--- src/rtl/core/ssc_pkg.sv ---
package ssc_pkg;

	// Default build
	localparam int STEP_COUNT_DEF  = 32;
	localparam int LEVEL_WIDTH_DEF = 16;

	// Fixed field widths
	localparam int STEP_W     = 5;
	localparam int LEVEL_IN_W = 16;
	localparam int CV_W       = 15;
	localparam int FUNC_W     = 3;
	localparam int INDEX_W    = 6;
	localparam int MODE_W     = 2;
	localparam int RUN_W      = 2;
	localparam int CFG_IDX_W  = 2;
	localparam int LFSR_W     = 16;

	localparam int GATE_A_BIT = 13;
	localparam int GATE_B_BIT = 14;

	localparam logic [LFSR_W-1:0] LFSR_TAPS = 16'hB400;
	localparam logic [LFSR_W-1:0] LFSR_SEED = 16'hACE1;
	localparam logic [STEP_W-1:0] FINISH_RESET = 5'd15;

	// Item function codes
	localparam logic [FUNC_W-1:0] FUNC_PIN   = 3'd0;
	localparam logic [FUNC_W-1:0] FUNC_JOG   = 3'd1;
	localparam logic [FUNC_W-1:0] FUNC_TRIG  = 3'd2;
	localparam logic [FUNC_W-1:0] FUNC_LEVEL = 3'd3;
	localparam logic [FUNC_W-1:0] FUNC_RUN   = 3'd4;

	// Play modes
	localparam logic [MODE_W-1:0] MODE_NORMAL   = 2'd0;
	localparam logic [MODE_W-1:0] MODE_PENDULUM = 2'd1;
	localparam logic [MODE_W-1:0] MODE_RANDOM   = 2'd2;

	// Run commands
	localparam logic [RUN_W-1:0] RUN_STOP  = 2'd0;
	localparam logic [RUN_W-1:0] RUN_START = 2'd1;
	localparam logic [RUN_W-1:0] RUN_RESET = 2'd2;

	// Register indexes
	localparam logic [CFG_IDX_W-1:0] CFG_PLAY_MODE = 2'd0;
	localparam logic [CFG_IDX_W-1:0] CFG_START     = 2'd1;
	localparam logic [CFG_IDX_W-1:0] CFG_FINISH    = 2'd2;

	typedef enum logic [2:0] {
		ST_IDLE,
		ST_EXEC,
		ST_MOD,
		ST_READ,
		ST_LOAD
	} state_t;

	typedef struct packed {
		logic              start;
		logic [LFSR_W-1:0] dividend;
		logic [STEP_W-1:0] divisor;
	} mod_req_t;

	typedef struct packed {
		logic              done;
		logic [STEP_W-1:0] rem;
	} mod_rsp_t;

endpackage

--- src/rtl/core/step_sequencer_channel.sv ---
// One channel of a step sequencer. Each input word is one event: a sample of
// the clock and reset pins, a jog, a manual trigger, a level-table write or
// a run/stop/reset command. Every input word yields exactly one output word
// with the step, run flag, CV load strobes, CV value and trigger levels.
// The config channel writes play mode, start step and finish step; it is
// taken only while no word is in work.
// Sequence: an input word is worked on alone. Jog, table writes, run control,
// pin samples that only drop the triggers and other words that do not read
// the level table raise out_valid from ST_EXEC; a normal or pendulum step,
// and a manual trigger press, go on through ST_READ and ST_LOAD.
// A random step with start and finish apart runs the 16-bit LFSR value
// through a remainder unit (ST_MOD) that retires one dividend bit per cycle.
// A new word is taken the cycle after the previous result has been taken.
// A stalled receiver holds the result and blocks further input words.
// Reset: all step, trigger and run state cleared, finish step 15, LFSR
// seeded, level table reads as zero at once (per-entry valid bits).
module step_sequencer_channel #(
	parameter int STEP_COUNT  = ssc_pkg::STEP_COUNT_DEF,
	parameter int LEVEL_WIDTH = ssc_pkg::LEVEL_WIDTH_DEF
) (
	input  logic                              clk,
	input  logic                              arst_n,
	input  logic                              in_valid,
	output logic                              in_ready,
	input  logic [ssc_pkg::FUNC_W-1:0]        func,
	input  logic                              clock_pin,
	input  logic                              reset_pin,
	input  logic                              jog_reverse,
	input  logic                              trigger_up,
	input  logic [ssc_pkg::INDEX_W-1:0]       level_index,
	input  logic [ssc_pkg::LEVEL_IN_W-1:0]    level_value,
	input  logic [ssc_pkg::RUN_W-1:0]         run_command,
	output logic                              out_valid,
	input  logic                              out_ready,
	output logic [ssc_pkg::STEP_W-1:0]        current_step,
	output logic                              is_running,
	output logic                              cv_a_load,
	output logic                              cv_b_load,
	output logic [ssc_pkg::CV_W-1:0]          cv_value,
	output logic                              gate_a,
	output logic                              gate_b,
	input  logic                              cfg_valid,
	output logic                              cfg_ready,
	input  logic [ssc_pkg::CFG_IDX_W-1:0]     cfg_index,
	input  logic [ssc_pkg::STEP_W-1:0]        cfg_data
);

	localparam int AddrW = $clog2(STEP_COUNT);
	localparam int LimW  = $clog2(STEP_COUNT + 1);
	localparam int ExtW  = (LimW > ssc_pkg::INDEX_W) ? LimW : ssc_pkg::INDEX_W;
	localparam logic [ExtW-1:0] StepLim = ExtW'(STEP_COUNT);

	ssc_pkg::state_t state_q, state_d;

	logic out_valid_q, out_valid_d;
	logic [ssc_pkg::STEP_W-1:0] step_q, step_d;
	logic flip_q, flip_d;
	logic last_clk_q, last_clk_d;
	logic running_q, running_d;
	logic gate_a_q, gate_a_d;
	logic gate_b_q, gate_b_d;
	logic [ssc_pkg::LFSR_W-1:0] lfsr_q, lfsr_d;
	logic la_q, la_d;
	logic lb_q, lb_d;
	logic [ssc_pkg::CV_W-1:0] cv_q, cv_d;

	logic [ssc_pkg::MODE_W-1:0] mode_q;
	logic [ssc_pkg::STEP_W-1:0] start_q;
	logic [ssc_pkg::STEP_W-1:0] finish_q;

	logic [ssc_pkg::FUNC_W-1:0]     func_q;
	logic                           clock_pin_q;
	logic                           reset_pin_q;
	logic                           jog_reverse_q;
	logic                           trigger_up_q;
	logic [ssc_pkg::INDEX_W-1:0]    level_index_q;
	logic [ssc_pkg::LEVEL_IN_W-1:0] level_value_q;
	logic [ssc_pkg::RUN_W-1:0]      run_command_q;

	ssc_pkg::mod_req_t mod_req;
	ssc_pkg::mod_rsp_t mod_rsp;

	logic                   wr_en;
	logic                   rd_en;
	logic [AddrW-1:0]       wr_addr;
	logic [AddrW-1:0]       rd_addr;
	logic [LEVEL_WIDTH-1:0] rd_data;

	logic [ssc_pkg::STEP_W-1:0]     lo, hi, base_step, nrm_step, jog_next;
	logic                           asc, rst_req, base_flip, fwd, clk_lvl, in_acc;
	logic [ssc_pkg::LFSR_W-1:0]     lfsr_next;
	logic [ExtW-1:0]                step_ext, idx_ext;
	logic [ssc_pkg::LEVEL_IN_W-1:0] lvl;

	assign in_ready  = (state_q == ssc_pkg::ST_IDLE) && !out_valid_q;
	assign cfg_ready = (state_q == ssc_pkg::ST_IDLE);
	assign in_acc    = in_valid && in_ready;

	assign asc = (start_q < finish_q);
	assign lo  = asc ? start_q : finish_q;
	assign hi  = asc ? finish_q : start_q;

	// a low reset pin lands on finish before any clock edge is handled
	assign rst_req   = (func_q == ssc_pkg::FUNC_PIN) && !reset_pin_q;
	assign base_step = rst_req ? finish_q : step_q;
	assign base_flip = rst_req ? 1'b0 : flip_q;
	assign fwd       = base_flip ^ asc;
	assign clk_lvl   = ~clock_pin_q;

	always_comb begin
		if (fwd) begin
			nrm_step = (base_step < hi) ? base_step + 1'b1 : lo;
		end else begin
			nrm_step = (base_step > lo) ? base_step - 1'b1 : hi;
		end
	end

	always_comb begin
		if (jog_reverse_q) begin
			if (finish_q > start_q) begin
				jog_next = (step_q > start_q) ? step_q - 1'b1 : finish_q;
			end else begin
				jog_next = (step_q < start_q) ? step_q + 1'b1 : finish_q;
			end
		end else begin
			if (finish_q > start_q) begin
				jog_next = (step_q < finish_q) ? step_q + 1'b1 : start_q;
			end else begin
				jog_next = (step_q > finish_q) ? step_q - 1'b1 : start_q;
			end
		end
	end

	assign lfsr_next = {1'b0, lfsr_q[ssc_pkg::LFSR_W-1:1]}
	                 ^ (lfsr_q[0] ? ssc_pkg::LFSR_TAPS : '0);

	assign step_ext = ExtW'(step_q);
	assign idx_ext  = ExtW'(level_index_q);
	assign rd_addr  = step_ext[AddrW-1:0];
	assign wr_addr  = idx_ext[AddrW-1:0];
	assign lvl      = (step_ext < StepLim) ? ssc_pkg::LEVEL_IN_W'(rd_data) : '0;

	always_ff @(posedge clk or negedge arst_n) begin
		if (!arst_n) begin
			state_q <= ssc_pkg::ST_IDLE;
		end else begin
			state_q <= state_d;
		end
	end

	always_comb begin
		state_d     = state_q;
		out_valid_d = out_valid_q;
		step_d      = step_q;
		flip_d      = flip_q;
		last_clk_d  = last_clk_q;
		running_d   = running_q;
		gate_a_d    = gate_a_q;
		gate_b_d    = gate_b_q;
		lfsr_d      = lfsr_q;
		la_d        = la_q;
		lb_d        = lb_q;
		cv_d        = cv_q;
		mod_req     = '0;
		rd_en       = 1'b0;
		wr_en       = 1'b0;

		if (out_valid_q && out_ready) begin
			out_valid_d = 1'b0;
		end

		case (state_q)
			ssc_pkg::ST_IDLE: begin
				if (in_acc) begin
					state_d = ssc_pkg::ST_EXEC;
					la_d    = 1'b0;
					lb_d    = 1'b0;
					cv_d    = '0;
				end
			end
			ssc_pkg::ST_EXEC: begin
				state_d = ssc_pkg::ST_IDLE;
				case (func_q)
					ssc_pkg::FUNC_PIN: begin
						step_d = base_step;
						flip_d = base_flip;
						if (clk_lvl != last_clk_q) begin
							last_clk_d = clk_lvl;
							if (clk_lvl && running_q) begin
								if (mode_q == ssc_pkg::MODE_RANDOM) begin
									lfsr_d = lfsr_next;
									if (hi > lo) begin
										mod_req.start    = 1'b1;
										mod_req.dividend = lfsr_next;
										mod_req.divisor  = hi - lo;
										state_d          = ssc_pkg::ST_MOD;
									end else begin
										step_d  = lo;
										state_d = ssc_pkg::ST_READ;
									end
								end else begin
									step_d = nrm_step;
									if (mode_q == ssc_pkg::MODE_PENDULUM &&
									    (nrm_step == hi || nrm_step == lo)) begin
										flip_d = ~base_flip;
									end
									state_d = ssc_pkg::ST_READ;
								end
							end else begin
								gate_a_d = 1'b0;
								gate_b_d = 1'b0;
							end
						end
					end
					ssc_pkg::FUNC_JOG: begin
						step_d = jog_next;
					end
					ssc_pkg::FUNC_TRIG: begin
						if (!running_q) begin
							if (trigger_up_q) begin
								state_d = ssc_pkg::ST_READ;
							end else begin
								gate_a_d = 1'b0;
								gate_b_d = 1'b0;
							end
						end
					end
					ssc_pkg::FUNC_LEVEL: begin
						wr_en = (idx_ext < StepLim);
					end
					ssc_pkg::FUNC_RUN: begin
						case (run_command_q)
							ssc_pkg::RUN_STOP:  running_d = 1'b0;
							ssc_pkg::RUN_START: running_d = 1'b1;
							ssc_pkg::RUN_RESET: begin
								step_d = finish_q;
								flip_d = 1'b0;
							end
							default: ;
						endcase
					end
					default: ;
				endcase
				if (state_d == ssc_pkg::ST_IDLE) begin
					out_valid_d = 1'b1;
				end
			end
			ssc_pkg::ST_MOD: begin
				if (mod_rsp.done) begin
					step_d  = lo + mod_rsp.rem;
					state_d = ssc_pkg::ST_READ;
				end
			end
			ssc_pkg::ST_READ: begin
				rd_en   = 1'b1;
				state_d = ssc_pkg::ST_LOAD;
			end
			ssc_pkg::ST_LOAD: begin
				if (lvl[ssc_pkg::GATE_A_BIT]) begin
					la_d     = 1'b1;
					cv_d     = lvl[ssc_pkg::LEVEL_IN_W-1:1];
					gate_a_d = 1'b1;
				end
				if (lvl[ssc_pkg::GATE_B_BIT]) begin
					lb_d     = 1'b1;
					cv_d     = lvl[ssc_pkg::LEVEL_IN_W-1:1];
					gate_b_d = 1'b1;
				end
				out_valid_d = 1'b1;
				state_d     = ssc_pkg::ST_IDLE;
			end
			default: begin
				state_d = ssc_pkg::ST_IDLE;
			end
		endcase
	end

	always_ff @(posedge clk or negedge arst_n) begin
		if (!arst_n) begin
			out_valid_q <= 1'b0;
			step_q      <= '0;
			flip_q      <= 1'b0;
			last_clk_q  <= 1'b0;
			running_q   <= 1'b0;
			gate_a_q    <= 1'b0;
			gate_b_q    <= 1'b0;
			lfsr_q      <= ssc_pkg::LFSR_SEED;
			la_q        <= 1'b0;
			lb_q        <= 1'b0;
			cv_q        <= '0;
		end else begin
			out_valid_q <= out_valid_d;
			step_q      <= step_d;
			flip_q      <= flip_d;
			last_clk_q  <= last_clk_d;
			running_q   <= running_d;
			gate_a_q    <= gate_a_d;
			gate_b_q    <= gate_b_d;
			lfsr_q      <= lfsr_d;
			la_q        <= la_d;
			lb_q        <= lb_d;
			cv_q        <= cv_d;
		end
	end

	always_ff @(posedge clk or negedge arst_n) begin
		if (!arst_n) begin
			mode_q   <= ssc_pkg::MODE_NORMAL;
			start_q  <= '0;
			finish_q <= ssc_pkg::FINISH_RESET;
		end else if (cfg_valid && cfg_ready) begin
			case (cfg_index)
				ssc_pkg::CFG_PLAY_MODE: mode_q   <= cfg_data[ssc_pkg::MODE_W-1:0];
				ssc_pkg::CFG_START:     start_q  <= cfg_data;
				ssc_pkg::CFG_FINISH:    finish_q <= cfg_data;
				default: ;
			endcase
		end
	end

	always_ff @(posedge clk) begin
		if (in_acc) begin
			func_q        <= func;
			clock_pin_q   <= clock_pin;
			reset_pin_q   <= reset_pin;
			jog_reverse_q <= jog_reverse;
			trigger_up_q  <= trigger_up;
			level_index_q <= level_index;
			level_value_q <= level_value;
			run_command_q <= run_command;
		end
	end

	ssc_rem_unit u_rem (
		.clk    (clk),
		.arst_n (arst_n),
		.req    (mod_req),
		.rsp    (mod_rsp)
	);

	ssc_level_mem #(
		.DEPTH  (STEP_COUNT),
		.DATA_W (LEVEL_WIDTH)
	) u_mem (
		.clk     (clk),
		.arst_n  (arst_n),
		.wr_en   (wr_en),
		.wr_addr (wr_addr),
		.wr_data (level_value_q[LEVEL_WIDTH-1:0]),
		.rd_en   (rd_en),
		.rd_addr (rd_addr),
		.rd_data (rd_data)
	);

	assign out_valid    = out_valid_q;
	assign current_step = step_q;
	assign is_running   = running_q;
	assign cv_a_load    = la_q;
	assign cv_b_load    = lb_q;
	assign cv_value     = cv_q;
	assign gate_a       = gate_a_q;
	assign gate_b       = gate_b_q;

	a_rem_done_in_mod: assert property (@(posedge clk) disable iff (!arst_n)
		mod_rsp.done |-> (state_q == ssc_pkg::ST_MOD))
		else $error("remainder finished outside its wait state");

	a_busy_no_result: assert property (@(posedge clk) disable iff (!arst_n)
		(state_q != ssc_pkg::ST_IDLE) |-> !out_valid_q)
		else $error("result pending while a word is in work");

	a_load_sets_gate: assert property (@(posedge clk) disable iff (!arst_n)
		out_valid_q |-> ((!la_q || gate_a_q) && (!lb_q || gate_b_q)))
		else $error("cv load without its trigger raised");

	a_cv_zero_no_load: assert property (@(posedge clk) disable iff (!arst_n)
		(out_valid_q && !la_q && !lb_q) |-> (cv_q == '0))
		else $error("cv value nonzero without a load");

endmodule

--- src/rtl/core/ssc_rem_unit.sv ---
module ssc_rem_unit (
	input  logic              clk,
	input  logic              arst_n,
	input  ssc_pkg::mod_req_t req,
	output ssc_pkg::mod_rsp_t rsp
);

	localparam int CntW = $clog2(ssc_pkg::LFSR_W);

	logic                        busy_q;
	logic                        done_q;
	logic [CntW-1:0]             cnt_q;
	logic [ssc_pkg::LFSR_W-1:0]  dvd_q;
	logic [ssc_pkg::STEP_W-1:0]  div_q;
	logic [ssc_pkg::STEP_W-1:0]  rem_q;
	logic [ssc_pkg::STEP_W:0]    trial;
	logic                        fits;

	// restoring remainder, one dividend bit per cycle
	assign trial = {rem_q, dvd_q[ssc_pkg::LFSR_W-1]};
	assign fits  = (trial >= {1'b0, div_q});

	always_ff @(posedge clk or negedge arst_n) begin
		if (!arst_n) begin
			busy_q <= 1'b0;
			done_q <= 1'b0;
			cnt_q  <= '0;
		end else if (req.start) begin
			busy_q <= 1'b1;
			done_q <= 1'b0;
			cnt_q  <= '1;
		end else if (busy_q) begin
			cnt_q <= cnt_q - 1'b1;
			if (cnt_q == '0) begin
				busy_q <= 1'b0;
				done_q <= 1'b1;
			end
		end else begin
			done_q <= 1'b0;
		end
	end

	always_ff @(posedge clk) begin
		if (req.start) begin
			dvd_q <= req.dividend;
			div_q <= req.divisor;
			rem_q <= '0;
		end else if (busy_q) begin
			dvd_q <= {dvd_q[ssc_pkg::LFSR_W-2:0], 1'b0};
			rem_q <= fits ? ssc_pkg::STEP_W'(trial - {1'b0, div_q})
			              : trial[ssc_pkg::STEP_W-1:0];
		end
	end

	assign rsp.done = done_q;
	assign rsp.rem  = rem_q;

	a_rem_below_div: assert property (@(posedge clk) disable iff (!arst_n)
		busy_q |-> (rem_q < div_q))
		else $error("partial remainder not below divisor");

endmodule

--- src/rtl/core/ssc_level_mem.sv ---
module ssc_level_mem #(
	parameter int DEPTH  = ssc_pkg::STEP_COUNT_DEF,
	parameter int DATA_W = ssc_pkg::LEVEL_WIDTH_DEF
) (
	input  logic                     clk,
	input  logic                     arst_n,
	input  logic                     wr_en,
	input  logic [$clog2(DEPTH)-1:0] wr_addr,
	input  logic [DATA_W-1:0]        wr_data,
	input  logic                     rd_en,
	input  logic [$clog2(DEPTH)-1:0] rd_addr,
	output logic [DATA_W-1:0]        rd_data
);

	logic [DATA_W-1:0] mem [DEPTH];
	logic [DEPTH-1:0]  valid_q;
	logic [DATA_W-1:0] rd_q;
	logic              rd_valid_q;

	always_ff @(posedge clk) begin
		if (wr_en) begin
			mem[wr_addr] <= wr_data;
		end
		if (rd_en) begin
			rd_q <= mem[rd_addr];
		end
	end

	// unwritten entries read as zero
	always_ff @(posedge clk or negedge arst_n) begin
		if (!arst_n) begin
			valid_q    <= '0;
			rd_valid_q <= 1'b0;
		end else begin
			if (wr_en) begin
				valid_q[wr_addr] <= 1'b1;
			end
			if (rd_en) begin
				rd_valid_q <= valid_q[rd_addr];
			end
		end
	end

	assign rd_data = rd_valid_q ? rd_q : '0;

endmodule

--- config.mk ---
export PLATFORM = sky130hd
export DESIGN_NAME = step_sequencer_channel
export DESIGN_NICKNAME = d
export VERILOG_FILES = /design/src/rtl/core/ssc_pkg.sv /design/src/rtl/core/step_sequencer_channel.sv /design/src/rtl/core/ssc_rem_unit.sv /design/src/rtl/core/ssc_level_mem.sv
export SDC_FILE = /design/constraint.sdc
export NUM_CORES = 1
export LEC_CHECK = 0
export BUFFER_PORTS_ARGS = -buffer_cell sky130_fd_sc_hd__buf_4
export CORE_ASPECT_RATIO = 1.4
export CORE_MARGIN = 1
export CORE_UTILIZATION = 56
export CTS_CLUSTER_SIZE = 12
export DETAILED_ROUTE_END_ITERATION = 12
export PLACE_DENSITY = 0.76
export RECOVER_POWER = 25
export SETUP_SLACK_MARGIN = 0.3
export SLEW_MARGIN = 40
export SYNTH_ARGS = -nofsm -noshare
export SYNTH_HDL_FRONTEND = slang
export SYNTH_SLANG_ARGS = --single-unit
--- constraint.sdc ---
create_clock -name clk -period 4.4 [get_ports clk]
set_clock_uncertainty 0.05 [all_clocks]
set_input_delay 1.1 -clock clk [delete_from_list [all_inputs] [get_ports clk]]
set_output_delay 1.1 -clock clk [all_outputs]
set_load 0.02 [all_outputs]
# After elaboration in Yosys (flattened, before gate mapping)
# Memories as Yosys holds them, arrays and structs flattened. A register that Yosys moved wholly into a read port is not among the register bits.
# Index checks and enable logic that the tools add are counted.
[word_totals]
in_bits = 43
latch_bits = 0
reg_bits = 155
memories = 1
mem_bits_ro = 0
output_inout_bits = 28
ram_bits = 512
wordCells = 217
[memory_table]
columns = ["name", "depth", "width", "rd", "rd_clocked_by_memory_dff", "wr", "line", "rtl"]
rows = [
  ["u_mem.mem", 32, 16, 1, 1, 1, "ssc_level_mem.sv:15", "logic [DATA_W-1:0] mem [DEPTH];"],
]
[classes]
n_lt_le_gt_ge = 15
n_reduce_logical = 38
n_addsub = 8
bitwise = 5
div = 0
shifts = 0
mul = 0
mux = 88
n_eq_ne = 31
[ops]
columns = ["cell", "n"]
rows = [
  ["22-bit 2-to-1 mux", 6],
  ["5-bit 2-to-1 mux", 20],
  ["16-bit 2-to-1 mux", 5],
  ["15-bit 2-to-1 mux", 3],
  ["32-bit OR", 1],
  ["15-bit one-hot mux with 2 select lines", 1],
  ["1-bit 2-to-1 mux", 29],
  ["5-bit > comparator", 5],
  ["5-bit < comparator", 4],
  ["5-bit by 6-bit < comparator with 1-bit output (second input constant)", 3],
  ["3-bit 2-to-1 mux", 6],
  ["3-bit != test (second input constant)", 6],
  ["3-bit AND reduction", 6],
  ["1-bit one-hot mux with 2 select lines", 8],
  ["15-bit by 16-bit bitwise XOR with 16-bit output", 1],
  ["5-bit one-hot mux with 3 select lines", 1],
  ["7-bit AND reduction", 2],
  ["3-bit by 2-bit equality test with 1-bit output (second input constant)", 4],
  ["3-bit one-hot mux with 4 select lines", 1],
  ["2-bit nonzero test", 6],
  ["5-bit by 1-bit adder with 5-bit output (second input constant)", 2],
  ["5-bit equality test", 2],
  ["5-bit one-hot mux with 2 select lines", 1],
  ["5-bit by 1-bit subtractor with 5-bit output (second input constant)", 2],
  ["32 further kinds", 60],
]

# Longest topological paths before layout
[logic_depth]
ltp_word = 14
depth_mapped = 19
ltp_nobuf = 18

# Cells and area by module
# Synthesis repeated with hierarchy kept, for this count alone.
[unflattened]
hier_cells = 1697
hier_area_um2 = 28995.3
[by_module_without_submodules]
columns = ["mod", "seq_area_each_um2", "cells_per_inst", "area_per_inst_um2", "n_inst"]
rows = [
  ["ssc_level_mem", 16681.0, 913, 21494.4, 1],
  ["step_sequencer_channel", 2422.3, 672, 5980.7, 1],
  ["ssc_rem_unit", 880.8, 112, 1520.2, 1],
]

# Worst setup path before layout
# Ideal clock, no wire load.
[synth_timing]
path_type = "register to register"
startpoint = "register finish_q[2] (netlist bit)"
endpoint = "register flip_q"
stages_incl_launch_ff = 17
t_required_ps = 4226
path_buffers = 0
slack_ps = -67
arrival_ps = 4293
synth_period_minus_slack_ps = 4467
setup_ps = 124
path_cell_list = "dfstp_2 ha_1 or2_2 o311a_1 o21ai_2 mux2i_1 ha_1 nand2_1 and3_1 a21boi_0 nand2_1 mux2i_1 xnor2_1 a41oi_1 or3_1 o32a_1 mux2i_1"
[synth_between]
elab_chain_cells = 13
word_cells_on_any_way = 21
cone_classes = "add/sub (2); order compare (3); eq/ne (2); mux (11); bitwise (1); reduce/logical (2)"
[synth_rtl]
columns = ["item", "line", "rtl"]
rows = [
  ["from (decl)", "step_sequencer_channel.sv:69", "logic [ssc_pkg::STEP_W-1:0] finish_q;"],
  ["from (signal assigned)", "step_sequencer_channel.sv:310", "finish_q <= ssc_pkg::FINISH_RESET;"],
  ["from (signal assigned)", "step_sequencer_channel.sv:315", "ssc_pkg::CFG_FINISH: finish_q <= cfg_data;"],
  ["5-bit < comparator", "step_sequencer_channel.sv:99", "assign asc = (start_q < finish_q);"],
  ["5-bit 2-to-1 mux (on tied branches)", "step_sequencer_channel.sv:100, step_sequencer_channel.sv:101", ""],
  ["5-bit > comparator or 5-bit < comparator (tied branches)", "step_sequencer_channel.sv:114, step_sequencer_channel.sv:112", ""],
  ["5-bit 2-to-1 mux (on tied branches)", "step_sequencer_channel.sv:114, step_sequencer_channel.sv:112", ""],
  ["5-bit 2-to-1 mux", "step_sequencer_channel.sv:111", "if (fwd) begin"],
  ["5-bit equality test", "step_sequencer_channel.sv:204", "(nrm_step == hi || nrm_step == lo)) begin"],
  ["1-bit logical OR (*)", "step_sequencer_channel.sv:204", ""],
  ["1-bit logical AND (*)", "step_sequencer_channel.sv:203", "if (mode_q == ssc_pkg::MODE_PENDULUM &&"],
  ["1-bit 2-to-1 mux (*)", "step_sequencer_channel.sv:203", ""],
  ["1-bit 2-to-1 mux (*)", "step_sequencer_channel.sv:190", "if (mode_q == ssc_pkg::MODE_RANDOM) begin"],
  ["1-bit 2-to-1 mux (*)", "step_sequencer_channel.sv:189", "if (clk_lvl && running_q) begin"],
  ["1-bit 2-to-1 mux (*)", "step_sequencer_channel.sv:187", "if (clk_lvl != last_clk_q) begin"],
  ["1-bit one-hot mux with 2 select lines (*)", "step_sequencer_channel.sv:183", "case (func_q)"],
  ["to (signal assigned)", "step_sequencer_channel.sv:294", "flip_q <= flip_d;"],
  ["to (decl)", "step_sequencer_channel.sv:57", "logic flip_q, flip_d;"],
]
# Mark *: on every way between the ends. The rest lies on a longest branch, timed or not.
# A chain may end at the register's enable or synchronous reset.

# Worst setup path after layout
[layout_timing]
startpoint = "register finish_q[1] (netlist bit)"
endpoint = "register flip_q"
# Same word-level chain as after synthesis.

==> results.cfg <==
[floorplanning]
die-height_um = 265
die_w_um = 190
initial_utilization_pct = 56.7
row_count = 96
die_area_um2 = 50400
core-area_um2 = 48900
pin_count = 71

[synthesis]
synth.most_common_cell = sky130_fd_sc_hd__edfxtp_1
flip_flop_and_latch_count_after_synthesis = 649
synthMuxAreaShare_pct = 11.2
synth_enable_flop_cells = 546
ys_warn_count = 0
synth_area_leader_cell = sky130_fd_sc_hd__edfxtp_1
syn-mean-instance-area_um2 = 14.9
synth_top_family_by_area = multiplexers
synthSimpleGateAreaFrac_pct = 7.76
synth_top_area_share_pct = 59.2
synth.area.top_cells = sky130_fd_sc_hd__edfxtp_1 59%, sky130_fd_sc_hd__dfrtp_1 7.8%, sky130_fd_sc_hd__mux4_2 6.4%
synth_compound_gate_area_share_pct = 8.01
async_reset_ff_share_pct = 15.1
seq_area_frac_synth_pct = 68.4
synth_top_cells_by_count = 546 x sky130_fd_sc_hd__edfxtp_1, 226 x sky130_fd_sc_hd__nand2_1, 100 x sky130_fd_sc_hd__mux2i_1, 99 x sky130_fd_sc_hd__nor2_1, 86 x sky130_fd_sc_hd__dfrtp_1
adder_cell_area_share_of_the_yosys_netlist_pct = 1.80
synthXorXnorAreaFrac_pct = 1.07
synth_area_um2 = 27700
synth_ff_type = sky130_fd_sc_hd__edfxtp_1
postSynthNetCount = 1937
syn_inst = 1857
synthDistinctLibCells = 79

[job]
cap_viol_max_count = 1

[detailed_routing]
vias = 17100
post_drt_wl_per_cell_um = 24.7
detailedRoute.firstPassIterationCount = 7
final_antenna_violating_net_count = 0
detail_route.drc_violations = 0
via_per_inst = 6.29
drt_first_iter_violations = 1428
wirelength_um = 67300

[sta]
setup_total_negative_slack_ns = 0
slew_headroom_pct = -29.8
fin_worst_setup_slack_ns = 0.282
timing_hold_violations_final = 0
timing.final.setup_violations = 0
finalWorstPathRequiredPeriod_ns = 4.12
max_freq_mhz = 243
maxSlewViolCount = 63
rsz0062_at_grt = yes
worst_slew_pin_tran_ns = 1.95
hold_ws_ns = 0.412
layout_worst_path_cycle_share_pct = 93.6

[power]
p_total_mw = 23.5
power_density_nw_per_um2 = 732
worst_ir_drop_vdd_mv = 0.795
static-leakage-power_nw = 11.5

[clock_tree]
htree_levels = 3
cts.sink_count = 649
cts_buffer_depth = 3
clk-insertion-delay-late_ns = 0.61
clock_tree.root_cell = sky130_fd_sc_hd__clkbuf_16
cts_made_buffers = 66
cts_tree = built
clock_pin_transition_on_the_worst_setup_and_hold_timing_paths_ns = 0.06

[final_layout]
syn2layout_area_growth_pct = 15.6
final-seq-area_um2 = 19000
nets = 2130
final_util_pct = 65.5
filler_cells = 3312
drive_above_1_share_pct = 24.3
multi_input_area_um2 = 8520
diodes = 0

[min_path]
hold_path_cells = 2
hold_path.class = register to register

[global_route]
all_layer_gr_usage_pct = 27.3
via_count_of_the_first_global_routing_pass = 17400
first_pass_grt_wire_length_um = 102000
number_of_antenna_violations_at_the_first_check_in_global_routing = 0
grt_max_degree = 66
gr-total-overflow = 0

[setup_path]
worst-endpoint-arrival_ns = 4.59
setup.worst_path.start_class = register
cp-end-kind = register
timing.setup.critical_path_class = register to register
worstPathRequired_ns = 4.88
worst-path-max-fanout = 5
reg2reg_depth = 18

[placement]
place_hpwl_um = 43300
port_buffers = 69
place_worst_setup_slack_ns = 0.140
gpl.final_weighted_congestion = 0.926

[status]
run_status = finished with violations
failed_checks = max-capacitance violations, max-slew violations
==> timing repair <==
action	CTS	global route
buffers inserted	6	7
hold buffers	0	0
pin swaps	11	19
gates resized for setup	11	26
setup endpoints to repair	2	6
==> through the flow <==
stage | cells | cell area, um^2
detailed placement | 2597 | 29800
CTS | 2708 | 31800
finish | 2724 | 32000
global route | 2724 | 32000
global placement | 2590 | 29700
floorplan | 1857 | 27800
==> path summary, 6_finish.rpt <==
check                             from               to  slack, ns
max                        finish_q[1]           flip_q       0.28
min                         lfsr_q[11]       lfsr_q[11]       0.41
max reg2reg                finish_q[1]           flip_q       0.28
min reg2reg                 lfsr_q[11]       lfsr_q[11]       0.41
max in group asynchronous       arst_n  current_step[1]       1.91
min in group asynchronous       arst_n      cv_value[2]       0.97
==> registers in the layout (all words and copies together), names as in the netlist, 6 cells and up <==
signal	count
u_mem.rd_q	15
u_mem.mem	480
idx_ext	6
level_value_q	15
lfsr_q	16
cv_value	15
u_mem.valid_q	32
u_rem.dvd_q	16
==> worst max-delay path, stage by stage (launching register included) <==
cell	delay [ns]
sky130_fd_sc_hd__dfstp_2	0.55
sky130_fd_sc_hd__ha_4	0.20
sky130_fd_sc_hd__nor2b_4	0.14
sky130_fd_sc_hd__o311a_4	0.32
sky130_fd_sc_hd__o21ai_4	0.22
sky130_fd_sc_hd__buf_6	0.15
sky130_fd_sc_hd__mux2i_4	0.22
sky130_fd_sc_hd__ha_2	0.21
sky130_fd_sc_hd__nand2_2	0.07
sky130_fd_sc_hd__and3_4	0.19
sky130_fd_sc_hd__o211ai_1	0.20
sky130_fd_sc_hd__buf_4	0.20
sky130_fd_sc_hd__nand3_2	0.08
sky130_fd_sc_hd__a32oi_1	0.21
sky130_fd_sc_hd__o211ai_1	0.20
sky130_fd_sc_hd__xnor2_1	0.20
sky130_fd_sc_hd__nand2_1	0.07
sky130_fd_sc_hd__o32a_1	0.37
sky130_fd_sc_hd__mux2i_1	0.18
==> power breakdown <==
part / total [mW] / internal, mW / switching, mW
Combinational: 10.7 / 4.62 / 6.07
Clock: 5.11 / 2.86 / 2.25
Sequential: 7.65 / 7.22 / 0.428
Total: 23.5 / 14.7 / 8.75
==> layout by cell type, fill, tap and decap left out, types with 13 or more instances in the layout <==
master / count
sky130_fd_sc_hd__a211oi_1: 27
sky130_fd_sc_hd__a21oi_1: 68
sky130_fd_sc_hd__buf_4: 158
sky130_fd_sc_hd__clkbuf_1: 32
sky130_fd_sc_hd__clkbuf_16: 66
sky130_fd_sc_hd__clkbuf_4: 29
sky130_fd_sc_hd__dfrtp_1: 82
sky130_fd_sc_hd__edfxtp_1: 546
sky130_fd_sc_hd__ha_1: 30
sky130_fd_sc_hd__inv_1: 33
sky130_fd_sc_hd__mux2_2: 28
sky130_fd_sc_hd__mux2i_1: 96
sky130_fd_sc_hd__mux4_2: 79
sky130_fd_sc_hd__nand2_1: 223
sky130_fd_sc_hd__nand3_1: 31
sky130_fd_sc_hd__nor2_1: 97
sky130_fd_sc_hd__nor2b_1: 13
sky130_fd_sc_hd__nor3_1: 15
sky130_fd_sc_hd__o21ai_0: 54
sky130_fd_sc_hd__o221ai_1: 20
sky130_fd_sc_hd__o22ai_1: 43
sky130_fd_sc_hd__or2_2: 38
sky130_fd_sc_hd__xnor2_1: 28
==> cell families after synthesis <==
kind of cell,Yosys count
adder cells (fa/ha/maj),39
AND/OR/NAND/NOR,477
multiplexers,208
XOR/XNOR,34
flip-flops,649
buffers and inverters,123
AO/OA/AOI/OAI,327
==> final cells by class <==
| type | count | area share, % |
|---|---|---|
| clock inverter | 14 | 0.582 |
| tap | 637 | 2.49 |
| inverter | 37 | 0.449 |
| clock buffer | 91 | 5.45 |
| sequential | 649 | 59.2 |
| timing repair buffer | 211 | 5.20 |
| multi-input combinational | 1085 | 26.6 |
==> layer usage <==
metal  track usage [%]  share of wire (%)  up-vias
met1              32.8                 36     8583
met5                 0                  0        -
met2              47.2                 52      830
met4              14.5                4.8        0
li1                  -                  -     7529
met3              4.27                7.0      193
(Power assumes the default switching activity.)
